## src/hdl/aes256_block_encrypt_core_defines.svh

```systemverilog
// Assertion macros for the AES-256 encrypt core.
// Taken in by the modules that carry concurrent checks; needs i_clk and i_rst_n in scope.
`ifndef AES256_BLOCK_ENCRYPT_CORE_DEFINES_SVH
`define AES256_BLOCK_ENCRYPT_CORE_DEFINES_SVH
`ifndef SYNTH
`define A256_ASSERT_IMPL(label, prop, msg) \
    label: assert property (@(posedge i_clk) disable iff (!i_rst_n) (prop)) else $error(msg);
`define A256_ASSERT_NEXT(label, ante, cons, msg) \
    label: assert property (@(posedge i_clk) disable iff (!i_rst_n) (ante) |=> (cons)) \
        else $error(msg);
`else
`define A256_ASSERT_IMPL(label, prop, msg)
`define A256_ASSERT_NEXT(label, ante, cons, msg)
`endif
`endif

```

## src/hdl/a256_pkg.sv

```systemverilog
// Shared constants for the AES-256 encrypt core: commands, store geometry, S-box.
// No dependencies.
package a256_pkg;

    localparam int NumRoundKeys = 15;
    localparam int StoreDepth   = 2 * NumRoundKeys;
    localparam int StoreWidth   = 64;
    localparam int StoreAddrW   = $clog2(StoreDepth);

    localparam logic [1:0] CMD_LOAD_HI = 2'd0;
    localparam logic [1:0] CMD_LOAD_LO = 2'd1;
    localparam logic [1:0] CMD_ENCRYPT = 2'd2;

    localparam logic [3:0] LAST_ROUND = 4'(NumRoundKeys - 1);

    localparam logic [7:0] SBOX [256] = '{
        8'h63,8'h7c,8'h77,8'h7b,8'hf2,8'h6b,8'h6f,8'hc5,8'h30,8'h01,8'h67,8'h2b,8'hfe,8'hd7,8'hab,8'h76,
        8'hca,8'h82,8'hc9,8'h7d,8'hfa,8'h59,8'h47,8'hf0,8'had,8'hd4,8'ha2,8'haf,8'h9c,8'ha4,8'h72,8'hc0,
        8'hb7,8'hfd,8'h93,8'h26,8'h36,8'h3f,8'hf7,8'hcc,8'h34,8'ha5,8'he5,8'hf1,8'h71,8'hd8,8'h31,8'h15,
        8'h04,8'hc7,8'h23,8'hc3,8'h18,8'h96,8'h05,8'h9a,8'h07,8'h12,8'h80,8'he2,8'heb,8'h27,8'hb2,8'h75,
        8'h09,8'h83,8'h2c,8'h1a,8'h1b,8'h6e,8'h5a,8'ha0,8'h52,8'h3b,8'hd6,8'hb3,8'h29,8'he3,8'h2f,8'h84,
        8'h53,8'hd1,8'h00,8'hed,8'h20,8'hfc,8'hb1,8'h5b,8'h6a,8'hcb,8'hbe,8'h39,8'h4a,8'h4c,8'h58,8'hcf,
        8'hd0,8'hef,8'haa,8'hfb,8'h43,8'h4d,8'h33,8'h85,8'h45,8'hf9,8'h02,8'h7f,8'h50,8'h3c,8'h9f,8'ha8,
        8'h51,8'ha3,8'h40,8'h8f,8'h92,8'h9d,8'h38,8'hf5,8'hbc,8'hb6,8'hda,8'h21,8'h10,8'hff,8'hf3,8'hd2,
        8'hcd,8'h0c,8'h13,8'hec,8'h5f,8'h97,8'h44,8'h17,8'hc4,8'ha7,8'h7e,8'h3d,8'h64,8'h5d,8'h19,8'h73,
        8'h60,8'h81,8'h4f,8'hdc,8'h22,8'h2a,8'h90,8'h88,8'h46,8'hee,8'hb8,8'h14,8'hde,8'h5e,8'h0b,8'hdb,
        8'he0,8'h32,8'h3a,8'h0a,8'h49,8'h06,8'h24,8'h5c,8'hc2,8'hd3,8'hac,8'h62,8'h91,8'h95,8'he4,8'h79,
        8'he7,8'hc8,8'h37,8'h6d,8'h8d,8'hd5,8'h4e,8'ha9,8'h6c,8'h56,8'hf4,8'hea,8'h65,8'h7a,8'hae,8'h08,
        8'hba,8'h78,8'h25,8'h2e,8'h1c,8'ha6,8'hb4,8'hc6,8'he8,8'hdd,8'h74,8'h1f,8'h4b,8'hbd,8'h8b,8'h8a,
        8'h70,8'h3e,8'hb5,8'h66,8'h48,8'h03,8'hf6,8'h0e,8'h61,8'h35,8'h57,8'hb9,8'h86,8'hc1,8'h1d,8'h9e,
        8'he1,8'hf8,8'h98,8'h11,8'h69,8'hd9,8'h8e,8'h94,8'h9b,8'h1e,8'h87,8'he9,8'hce,8'h55,8'h28,8'hdf,
        8'h8c,8'ha1,8'h89,8'h0d,8'hbf,8'he6,8'h42,8'h68,8'h41,8'h99,8'h2d,8'h0f,8'hb0,8'h54,8'hbb,8'h16
    };

endpackage

```

## src/hdl/a256_ram.sv

```systemverilog
// Generic single-write, single-read RAM with registered read data.
// No dependencies.
module a256_ram #(
    parameter int Width = 64,
    parameter int Depth = 30
) (
    input  logic                     i_clk,
    input  logic                     i_we,
    input  logic [$clog2(Depth)-1:0] i_waddr,
    input  logic [Width-1:0]         i_wdata,
    input  logic [$clog2(Depth)-1:0] i_raddr,
    output logic [Width-1:0]         o_rdata
);
    logic [Width-1:0] r_mem [Depth];
    logic [Width-1:0] r_rdata;

    // write port and registered read port
    always_ff @(posedge i_clk) begin
        if (i_we) begin
            r_mem[i_waddr] <= i_wdata;
        end
        r_rdata <= r_mem[i_raddr];
    end

    assign o_rdata = r_rdata;
endmodule

```

## src/hdl/a256_mixcol.sv

```systemverilog
// One-column MixColumns and AddRoundKey step, used once per column transfer.
// No dependencies.
module a256_mixcol (
    input  logic [31:0] i_col,     // byte in row 0 in bits 31:24
    input  logic [31:0] i_key,
    input  logic        i_bypass,  // final round: no MixColumns
    output logic [31:0] o_col
);
    function automatic logic [7:0] xtime(input logic [7:0] x);
        xtime = {x[6:0], 1'b0} ^ (x[7] ? 8'h1b : 8'h00);
    endfunction

    logic [7:0] a0, a1, a2, a3, all;
    logic [31:0] mixed;

    always_comb begin
        a0  = i_col[31:24];
        a1  = i_col[23:16];
        a2  = i_col[15:8];
        a3  = i_col[7:0];
        all = a0 ^ a1 ^ a2 ^ a3;
        mixed = {a0 ^ all ^ xtime(a0 ^ a1), a1 ^ all ^ xtime(a1 ^ a2),
                 a2 ^ all ^ xtime(a2 ^ a3), a3 ^ all ^ xtime(a3 ^ a0)};
        o_col = (i_bypass ? i_col : mixed) ^ i_key;
    end
endmodule

```

## src/hdl/aes256_block_encrypt_core.sv

```systemverilog
// AES-256 encrypt core: usage notes follow.
// Slave channel: tuser carries the command, tdata key slot and block/key halves.
// Load transfers (command 0/1) to slots 0-14 write one 64-bit half of a round key into the key RAM;
// they give no result and the core is ready again the next cycle.
// An encrypt transfer runs the cipher byte-serially: each round fetches its key
// (one RAM read port), substitutes and shifts one byte a cycle and mixes one column
// a cycle; the last round skips MixColumns. The initial key add plus 14 rounds finish
// the block, and the result is then loaded into the output register from the done state.
// The slave side is ready only while no block is being processed, so a new encrypt
// transfer is taken only after the previous block has left for the output register.
// The master tdata holds cipher_high in the low 64 bits, cipher_low above it.
// The output register holds a result until it is taken; a new block may be accepted
// meanwhile, and it waits at its end until the previous result has gone.
// Reset (synchronous, active low) clears control only; round keys must be reloaded
// after power-up before encrypting, the key RAM is not cleared.
// Depends on a256_pkg, a256_ram, a256_mixcol and the defines header.
`include "aes256_block_encrypt_core_defines.svh"
module aes256_block_encrypt_core (
    input  logic         i_clk,
    input  logic         i_rst_n,
    input  logic         i_s_axis_tvalid,
    output logic         o_s_axis_tready,
    input  logic [135:0] i_s_axis_tdata,  // key_slot[3:0], data_high[67:4], data_low[131:68]
    input  logic [1:0]   i_s_axis_tuser,  // cmd[1:0]
    output logic         o_m_axis_tvalid,
    input  logic         i_m_axis_tready,
    output logic [127:0] o_m_axis_tdata   // cipher_high[63:0], cipher_low[127:64]
);
    localparam int AddrW = a256_pkg::StoreAddrW;

    localparam logic [2:0] S_IDLE = 3'd0;
    localparam logic [2:0] S_KEY  = 3'd1;
    localparam logic [2:0] S_SUB  = 3'd2;
    localparam logic [2:0] S_MIX  = 3'd3;
    localparam logic [2:0] S_DONE = 3'd4;

    logic [2:0]   r_fsm, n_fsm;
    logic [3:0]   r_round, n_round;
    logic [3:0]   r_cnt, n_cnt;
    logic [127:0] r_state, n_state;
    logic [127:0] r_tmp, n_tmp;
    logic [127:0] r_key, n_key;
    logic         r_ovalid, n_ovalid;
    logic [127:0] r_odata, n_odata;

    logic         w_acc;
    logic [1:0]   w_cmd;
    logic [3:0]   w_slot;
    logic         w_we;
    logic [AddrW-1:0] w_raddr;
    logic [63:0]  w_rdata;
    logic [3:0]   w_src;
    logic [127:0] w_sh;
    logic [31:0]  w_col;

    assign w_cmd  = i_s_axis_tuser;
    assign w_slot = i_s_axis_tdata[3:0];
    assign o_s_axis_tready = (r_fsm == S_IDLE);
    assign w_acc  = i_s_axis_tvalid && o_s_axis_tready;
    assign w_we   = w_acc && (w_cmd == a256_pkg::CMD_LOAD_HI || w_cmd == a256_pkg::CMD_LOAD_LO)
                    && (w_slot != 4'd15);
    assign w_raddr = AddrW'({r_round, r_cnt[0]});

    // round key store
    a256_ram #(
        .Width(a256_pkg::StoreWidth),
        .Depth(a256_pkg::StoreDepth)
    ) u_keys (
        .i_clk  (i_clk),
        .i_we   (w_we),
        .i_waddr(AddrW'({w_slot, w_cmd[0]})),
        .i_wdata(i_s_axis_tdata[67:4]),
        .i_raddr(w_raddr),
        .o_rdata(w_rdata)
    );

    // ShiftRows source byte for output byte r_cnt (row r, column c)
    assign w_src = {r_cnt[3:2] + r_cnt[1:0], r_cnt[1:0]};
    assign w_sh  = r_state << {w_src, 3'b000};

    // column unit
    a256_mixcol u_mix (
        .i_col   (r_tmp[127:96]),
        .i_key   (r_key[127:96]),
        .i_bypass(r_round == a256_pkg::LAST_ROUND),
        .o_col   (w_col)
    );

    // sequencer
    always_comb begin
        n_fsm    = r_fsm;
        n_round  = r_round;
        n_cnt    = r_cnt;
        n_state  = r_state;
        n_tmp    = r_tmp;
        n_key    = r_key;
        n_ovalid = r_ovalid;
        n_odata  = r_odata;
        if (r_ovalid && i_m_axis_tready) begin
            n_ovalid = 1'b0;
        end
        unique case (r_fsm)
            S_IDLE: begin
                if (w_acc && w_cmd == a256_pkg::CMD_ENCRYPT) begin
                    n_state = {i_s_axis_tdata[67:4], i_s_axis_tdata[131:68]};
                    n_round = 4'd0;
                    n_cnt   = 4'd0;
                    n_fsm   = S_KEY;
                end
            end
            S_KEY: begin
                n_cnt = r_cnt + 4'd1;
                if (r_cnt == 4'd1) begin
                    n_key[127:64] = w_rdata;
                end
                if (r_cnt == 4'd2) begin
                    n_key[63:0] = w_rdata;
                    n_cnt = 4'd0;
                    if (r_round == 4'd0) begin
                        n_state = r_state ^ {r_key[127:64], w_rdata};
                        n_round = 4'd1;
                    end else begin
                        n_fsm = S_SUB;
                    end
                end
            end
            S_SUB: begin
                n_tmp = {r_tmp[119:0], a256_pkg::SBOX[w_sh[127:120]]};
                n_cnt = r_cnt + 4'd1;
                if (r_cnt == 4'd15) begin
                    n_cnt = 4'd0;
                    n_fsm = S_MIX;
                end
            end
            S_MIX: begin
                n_state = {r_state[95:0], w_col};
                n_tmp   = {r_tmp[95:0], 32'd0};
                n_key   = {r_key[95:0], 32'd0};
                n_cnt   = r_cnt + 4'd1;
                if (r_cnt == 4'd3) begin
                    n_cnt = 4'd0;
                    if (r_round == a256_pkg::LAST_ROUND) begin
                        n_fsm = S_DONE;
                    end else begin
                        n_round = r_round + 4'd1;
                        n_fsm   = S_KEY;
                    end
                end
            end
            S_DONE: begin
                if (!r_ovalid || i_m_axis_tready) begin
                    n_ovalid = 1'b1;
                    n_odata  = {r_state[63:0], r_state[127:64]};
                    n_fsm    = S_IDLE;
                end
            end
            default: begin
                n_fsm = S_IDLE;
            end
        endcase
    end

    // control registers
    always_ff @(posedge i_clk) begin
        if (!i_rst_n) begin
            r_fsm    <= S_IDLE;
            r_round  <= 4'd0;
            r_cnt    <= 4'd0;
            r_ovalid <= 1'b0;
        end else begin
            r_fsm    <= n_fsm;
            r_round  <= n_round;
            r_cnt    <= n_cnt;
            r_ovalid <= n_ovalid;
        end
    end

    // datapath registers
    always_ff @(posedge i_clk) begin
        r_state <= n_state;
        r_tmp   <= n_tmp;
        r_key   <= n_key;
        r_odata <= n_odata;
    end

    assign o_m_axis_tvalid = r_ovalid;
    assign o_m_axis_tdata  = r_odata;

    `A256_ASSERT_NEXT(a_enc_starts, w_acc && w_cmd == a256_pkg::CMD_ENCRYPT, r_fsm == S_KEY,
        "encrypt transfer did not start key fetch")
    `A256_ASSERT_NEXT(a_load_idle, w_acc && w_cmd != a256_pkg::CMD_ENCRYPT, r_fsm == S_IDLE,
        "load transfer left the idle state")
    `A256_ASSERT_IMPL(a_done_last, (r_fsm != S_DONE) || (r_round == a256_pkg::LAST_ROUND),
        "block finished before the last round")
    `A256_ASSERT_NEXT(a_mix_next, r_fsm == S_MIX,
        r_fsm == S_MIX || r_fsm == S_KEY || r_fsm == S_DONE, "bad step after column mix")
endmodule

```

## config.mk

```make
export PLATFORM = sky130hd
export DESIGN_NAME = aes256_block_encrypt_core
export DESIGN_NICKNAME = d
export VERILOG_FILES = /design/src/hdl/a256_pkg.sv /design/src/hdl/a256_ram.sv /design/src/hdl/a256_mixcol.sv /design/src/hdl/aes256_block_encrypt_core.sv
export VERILOG_INCLUDE_DIRS = /design/src /design/src/hdl
export SDC_FILE = /design/constraint.sdc
export NUM_CORES = 2
export LEC_CHECK = 0
export ABC_AREA = 1
export BUFFER_PORTS_ARGS = -buffer_cell sky130_fd_sc_hd__buf_2
export CAP_MARGIN = 15
export CORE_ASPECT_RATIO = 0.8
export CORE_UTILIZATION = 40
export DETAILED_ROUTE_END_ITERATION = 8
export PLACE_DENSITY_LB_ADDON = 0.2
export SETUP_SLACK_MARGIN = 0.2
export SYNTH_ARGS = -nofsm -noshare
export SYNTH_HDL_FRONTEND = slang
export SYNTH_SLANG_ARGS = --single-unit
```

## constraint.sdc

```tcl
create_clock -name i_clk -period 10.8 [get_ports i_clk]
set_input_delay 0 -clock i_clk [delete_from_list [all_inputs] [get_ports i_clk]]
set_output_delay 0 -clock i_clk [all_outputs]
set_load 0.1 [all_outputs]
```

== After elaboration in Yosys (flattened, before gate mapping) ==
Memory sizes are Yosys's and may differ from the RTL's. A register that Yosys moved wholly into a read port is not among the register bits.
Index checks and enable logic that the tools add are counted.

* Add/sub/neg operators: 3
* $lt $le $gt $ge: 1
* Eq/ne operators: 21
* Shift-type cells: 1
* Mux-type cells: 38
* Bitwise gates (word level): 21
* Reductions and logical operators: 22

{| class="wikitable"
|+ Operator list
! operator !! count
|-
| $pmux 128 s2 || 2
|-
| $mux 128 || 3
|-
| $pmux 128 s3 || 1
|-
| $xor 8x8->8 || 18
|-
| $mux 64 || 2
|-
| $shl 128x7->128 || 1
|-
| $xor 128x128->128 || 1
|-
| $mux 32 || 1
|-
| $mux 4 || 8
|-
| $xor 32x32->32 || 1
|-
| $mux 3 || 7
|-
| $mux 5 || 4
|-
| $mux 8 || 2
|-
| $ne 2x2->1 const B || 8
|-
| $pmux 4 s4 || 1
|-
| $pmux 3 s5 || 1
|-
| $pmux 4 s3 || 1
|-
| $reduce_and 6->1 || 2
|-
| $ge 9x9->1 const B || 1
|-
| $not 8->9 || 1
|-
| $add 4x1->4 const B || 2
|-
| $eq 4x2->1 const B || 2
|-
| $eq 4x4->1 const B || 2
|-
| $reduce_and 2->1 || 4
|-
| other kinds (20) || 31
|}

* Flip-flop bits (word level): 524
* Bits in writable memories: 1,920
* Bits in read-only memories: 2,048
* Input bits: 142
* Output and inout port bits: 130
* Memories: 2

{| class="wikitable"
|+ Memories
! memory !! words !! width !! read ports !! clocked after memory_dff !! write ports !! line !! RTL
|-
| (name not given) || 256 || 8 || 1 || 0 || 0 || aes256_block_encrypt_core.sv:128 || <nowiki>n_tmp = {r_tmp[119:0], a256_pkg::SBOX[w_sh[127:120]]};</nowiki>
|-
| u_keys.r_mem || 30 || 64 || 1 || 1 || 1 || a256_ram.sv:14 || <nowiki>logic [Width-1:0] r_mem [Depth];</nowiki>
|}

== Logic depth before layout (Yosys ltp) ==
* Depth after elaboration: 8
* Gate-level depth with buffers: 22
* Depth with buffers taken out: 21

== Modules after synthesis ==
Synthesis repeated with hierarchy kept, for this count alone.

* Cells, all modules: 10,010
* Area total of the unflattened synthesis: 108,067.4 um^2

{| class="wikitable"
|+ By module, submodules not included
! module !! instances !! cells each !! area each (um^2)
|-
| a256_ram || 1 || 6,660 || 79,110.9
|-
| aes256_block_encrypt_core || 1 || 2,715 || 26,206.4
|-
| a256_mixcol || 1 || 635 || 2,750.1
|}

== Worst setup path after synthesis ==
No wires, ideal clock.

* Kind: reg-to-reg
* From: register r_fsm[0]
* To: register r_round[0]
* Library setup time: 0.154 ns
* Arrival time: 9.048 ns
* Slack: 1.598 ns
* Cell stages (with the launch flop): 9
* Period minus slack after synthesis: 9.202 ns
* Cells stage by stage: dfxtp_1 -> nor2_1 -> inv_1 -> nor2_1 -> inv_1 -> a311oi_2 -> nand2_1 -> a211oi_1 -> a211oi_1

* Cells in the longest elaborated chain, start to end: 5
* Elaborated cells between the ends (all ways): 13
* Those cells by class: eq/ne (7); mux (1); reduce/logical (5)

{| class="wikitable"
|+ Ends and longest elaborated chain
! item !! line !! RTL
|-
| start: declaration || aes256_block_encrypt_core.sv:37 || <nowiki>logic [2:0] r_fsm, n_fsm;</nowiki>
|-
| start signal: assignment || aes256_block_encrypt_core.sv:171 || <nowiki>r_fsm <= n_fsm;</nowiki>
|-
| $logic_not 3->1 * || aes256_block_encrypt_core.sv:58 || <nowiki>assign o_s_axis_tready = (r_fsm == S_IDLE);</nowiki>
|-
| net o_s_axis_tready || aes256_block_encrypt_core.sv:22 || <nowiki>output logic o_s_axis_tready,</nowiki>
|-
| $logic_and 1x1->1 || aes256_block_encrypt_core.sv:59 || <nowiki>assign w_acc = i_s_axis_tvalid && o_s_axis_tready;</nowiki>
|-
| $logic_and 1x1->1 || aes256_block_encrypt_core.sv:104 || <nowiki>if (w_acc && w_cmd == a256_pkg::CMD_ENCRYPT) begin</nowiki>
|-
| $ne 2x1->1 (no line) || -- ||
|-
| $reduce_and 6->1 (no line) || -- ||
|-
| end signal: assignment || aes256_block_encrypt_core.sv:172 || <nowiki>r_round <= n_round;</nowiki>
|-
| end: declaration || aes256_block_encrypt_core.sv:38 || <nowiki>logic [3:0] r_round, n_round;</nowiki>
|}

Mark *: on every way through the listed nets, which the timed path passes. The rest lies on a longest branch.
A chain may end at the register's enable or synchronous reset.

== Final worst setup path ==
* From: register r_cnt[0]
* To: register r_tmp[1], data pin

* Cells in the longest elaborated chain, start to end: 7

{| class="wikitable"
|+ Ends and longest elaborated chain
! item !! line !! RTL
|-
| start: declaration || aes256_block_encrypt_core.sv:39 || <nowiki>logic [3:0] r_cnt, n_cnt;</nowiki>
|-
| start signal: assignment || aes256_block_encrypt_core.sv:173 || <nowiki>r_cnt <= n_cnt;</nowiki>
|-
| $add 2x2->2 || aes256_block_encrypt_core.sv:78 || <nowiki>assign w_src = {r_cnt[3:2] + r_cnt[1:0], r_cnt[1:0]};</nowiki>
|-
| $shl 128x7->128 * || aes256_block_encrypt_core.sv:79 || <nowiki>assign w_sh = r_state << {w_src, 3'b000};</nowiki>
|-
| $not 8->9 (implied by the code) * || aes256_block_encrypt_core.sv:128 ||
|-
| $mem_v2 256x8 * || -- ||
|-
| $mux 8 (implied by the code) * (2 in a row) || aes256_block_encrypt_core.sv:128 ||
|-
| $pmux 128 s2 * || aes256_block_encrypt_core.sv:102 || <nowiki>unique case (r_fsm)</nowiki>
|-
| end signal: assignment || aes256_block_encrypt_core.sv:181 || <nowiki>r_tmp <= n_tmp;</nowiki>
|-
| end: declaration || aes256_block_encrypt_core.sv:41 || <nowiki>logic [127:0] r_tmp, n_tmp;</nowiki>
|}

Mark *: on every way between the ends. The rest lies on a longest branch, timed or not. The select of a mux whose other input is x is not followed.

==> impl_summary.txt <==
----------------------------------------------------
[Routing]
  Final routed wirelength across all metal layers ... around 340 mm
  Detailed-routing iteration count for the pre-antenna-repair pass ... 6
  Via count ... between 70,000 and 80,000
  Final routed DRC violation total ... 0
  Wirelength per Cell ... ~28 µm
  Detail Route Antenna Nets ... 0
  DRC marker count from the first detailed-route iteration ... between 8,000 and 9,000
  Ratio of routed vias to standard cells ... 5.78

[Setup path]
  Flop-to-flop setup slack ... about 6.0 ns
  Critical Path Max Stage Delay ... about 0.56 ns
  Startpoint of the lowest-slack register-to-register path ... r_cnt[0]
  Setup Crit Path Kind ... reg2reg
  Cells traversed along the worst timing path ... ha_1 -> buf_4 -> inv_2 -> nand3_1 -> nand3_1 -> nand2_2 -> inv_2 -> ha_1 -> inv_1 -> nand3_1 -> nand2_1 -> inv_1 -> nand2_1 -> nand3_1 -> nand2_1 -> nand3_1 -> nand3_1 -> a21oi_1
  Slowest-stage cell, CP ... dfxtp_4
  Startpoint types ... flip-flop
  Highest fanout seen on the critical path ... 22
  Count of buffer and inverter cells on the critical path ... 5
  Cell repeated most along the worst path ... nand3_1
  Data arrival at the endpoint of the critical path ... ~5.4 ns
  Critical Path Sink Type ... flip-flop
  Worst path top cell family by delay ... simple AND/OR/NAND/NOR gates
  Data required, critical path ... 11.37 ns
  Worst reg2reg path depth ... 18
  Reg2Reg Capture Point ... r_tmp[1]

[Worst hold path]
  Class of the tightest hold or removal check ... in2reg
  Hold Crit Endpoint ... r_state[20]
  Number of cells on the worst hold path ... 4
  Worst min-delay path startpoint ... i_s_axis_tdata[88]

[Global routing]
  Initial antenna violation count ... 33
  Via count of the first global-routing pass ... ~66,000
  Total congestion overflow ... 0
  Global-route wire length before repair ... between 400 and 500 mm
  Pin count of the biggest net entering global routing ... 217
  Total global-route track usage ... about 26%

[Power]
  Leakage power figure ... 39.5 nW
  Worst vdd ir ... between 0.2 and 0.3 mV
  Total power divided by cell area ... approximately 270 nW/µm²

[Synth]
  Distinct cell type count after synthesis ... 43
  Post-Synthesis Cells ... between 8,000 and 9,000
  Flip-flop cell with the highest count after synthesis ... edfxtp_1
  Share of async-settable or async-resettable flops after synthesis ... 0%
  Total nets after synthesis ... ~8,400
  Flip-flop and latch count after synthesis ... 2,508
  Top area cells in the synthesized netlist ... edfxtp_1, o21ai_0, nor2_1
  Number of enable flip-flop cells after synthesis ... about 2,400
  Yosys warns ... 0
  Yosys top cell area share ... a little over 70%
  Seq/Total Area, Yosys ... around 72%
  Cell accounting for the most synthesized area ... edfxtp_1
  Netlist Area Pre-Place ... 103,000 µm²
  Average cell area after synthesis ... about 12 µm²

[Placement]
  Number of port buffers ... roughly 270
  Placed Instance Area ... between 100,000 and 150,000 µm²
  Worst setup slack before clock tree synthesis ... between 6 and 7 ns
  Half-perimeter wire length after detailed placement ... about 200 mm
  RD Place Congestion ... approximately 0.87

[Finish]
  Final #Nets ... 8,711
  Commonest non-fill, non-tap cell in the layout ... edfxtp_1
  Leading cell types in the layout, fill and taps excluded ... edfxtp_1, o21ai_0, nor2_1, nand2_1, nand3_1
  Fraction of layout cells with a size suffix above 1 ... under 10%
  Area grow syn2layout ... 14.2%
  Final instance area ... about 120,000 µm²

[Clocking]
  H-tree levels ... 4
  Clock Latency Late Sink ... around 0.91 ns
  TritonCTS clock tree ... built
  Buffer depth of the longest clock path ... 4
  CTS Root Buffer Type ... clkbuf_16
  Number of buffers added to fix hold violations after cts ... a little under 200
  Number of buffers created by CTS ... 242
  Number of buffers inserted to repair setup after CTS ... 0
  Sinks on Clock Net ... 2,508
  Count of cells resized by post-cts repair ... 0
  Clock transition time at the flip-flop clock pins of the worst setup and hold paths ... 0.07 ns

[Floorplanning]
  Cell row count ... roughly 170
  Die boundary width ... roughly 570 µm
  Overall die area ... 260,000 µm²
  Core Box Area ... between 200,000 and 300,000 µm²
  Initial Util ... 40.3%
  IO Pins ... around 270
  Die Y ... about 460 µm

[STA]
  Total negative slack for setup checks ... 0 ns
  Max Transition Viols Final ... 0
  Number of hold violations in the final report ... 0
  Final setup violation count ... 0
  Setup repair after global routing missed its margin ... no
  Fraction of the cycle the final worst path needs ... between 40% and 50%
  Max_slew headroom ... 22.3%
  Fin crit period ... roughly 4.8 ns
  Post-route worst setup slack ... just under 6 ns
  Final Skew ... between 0.06 and 0.07 ns
  Max Freq ... 207 MHz
  Worst-margin pin slew ... roughly 1.2 ns

[Status]
  Result of the run ... finished clean

[Flow run]
  Maximum capacitance violations ... 0

----------------------------------------------------
==> routing by layer <==
metal | up-vias | wire length, µm | GRT usage (%)
met1 | 36000 | 150000 | 37.6
met5 | - | 78 | 0
met2 | 3055 | 155000 | 39.4
met3 | 481 | 25400 | 3.75
li1 | 31000 | - | -
met4 | 12 | 10200 | 7.21
==> cell type report <==
type / count / area [µm²]
Clock inverter: 118 / 1220
Timing Repair Buffer: 601 / 4460
Multi-Input combinational cell: 4973 / 25700
Inverter: 222 / 876
Antenna cell: 11 / 27.5
Sequential cell: 2508 / 74600
Fill cell: 23000 / 138000
Tap cell: 3444 / 4310
Clock buffer: 324 / 6710
==> synthesized netlist by cell type, types with 25 or more instances <==
library cell,instances
edfxtp_1,2432
o21ai_0,1210
nor2_1,1125
nand2_1,1081
nand3_1,445
clkbuf_1,402
o221ai_1,335
inv_1,207
o22ai_1,179
xnor2_1,174
o211ai_1,120
buf_2,93
xor2_1,78
dfxtp_1,76
a21oi_1,61
nand4_1,46
buf_1,31
buf_4,25
==> power breakdown <==
part           leakage, nW  internal [mW]  switching (mW)
clock                 3.88           4.89            3.71
sequential            22.6           11.5           0.767
combinational         13.0           3.00            8.04
==> worst min-delay path: cells and delay by family <==
kind	cells	cell delay (ns)
AND/OR/NAND/NOR	1	0.10
AO/OA/AOI/OAI	1	0.08
buffers and inverters	2	0.65
==> worst max-delay path by stage <==
stage              from              endpoint  slack (ns)  cells after the start
2_1_floorplan  r_fsm[0]            r_round[0]        1.60                      8
3_3_place_gp   r_cnt[0]              r_tmp[1]        6.12                     18
3_5_place_dp   r_cnt[0]    u_keys.o_rdata[30]        6.10                     11
4_1_cts        r_fsm[0]   u_keys.r_mem[10][8]        6.03                     13
5_1_grt        r_fsm[0]  u_keys.r_mem[10][36]        5.73                     13
6_report       r_cnt[0]              r_tmp[1]        5.97                     18
==> cells by family (layout without fill, tap and decap cells) <==
logic type | Yosys count | count (layout) | share of synthesized area, %
AOI/OAI and AO/OA | 1953 | 1953 | 11.3
DFF | 2508 | 2508 | 72.3
xor gates and xnor gates | 253 | 253 | 2.16
other | 0 | 11 | 0
buffers and inverters | 784 | 1265 | 3.14
and+or+nand+nor | 2746 | 2746 | 10.8
adders and majority gates | 21 | 21 | 0.255
==> per-stage QoR <==
step	power [mW]	utilization (%)	hold WS (ns)	instances
floorplan	19.2	-	0.0989	8265
detailed placement	23.3	42.1	0.299	11600
CTS	31.9	46.0	0.000290	12200
global route	33.3	46.0	0.0101	12200
global placement	23.3	42.1	0.299	11600
finish	31.9	46.0	0.0510	12200
==> flip-flops by register name (all words and copies together), names as in the netlist <==
name,count
u_keys.r_mem,1920
o_m_axis_tdata,128
r_key,128
r_state,128
r_tmp,128
u_keys.o_rdata,64
r_cnt,4
r_round,4
r_fsm,3
o_m_axis_tvalid,1
No activity file was read; power rests on OpenSTA's default activity.
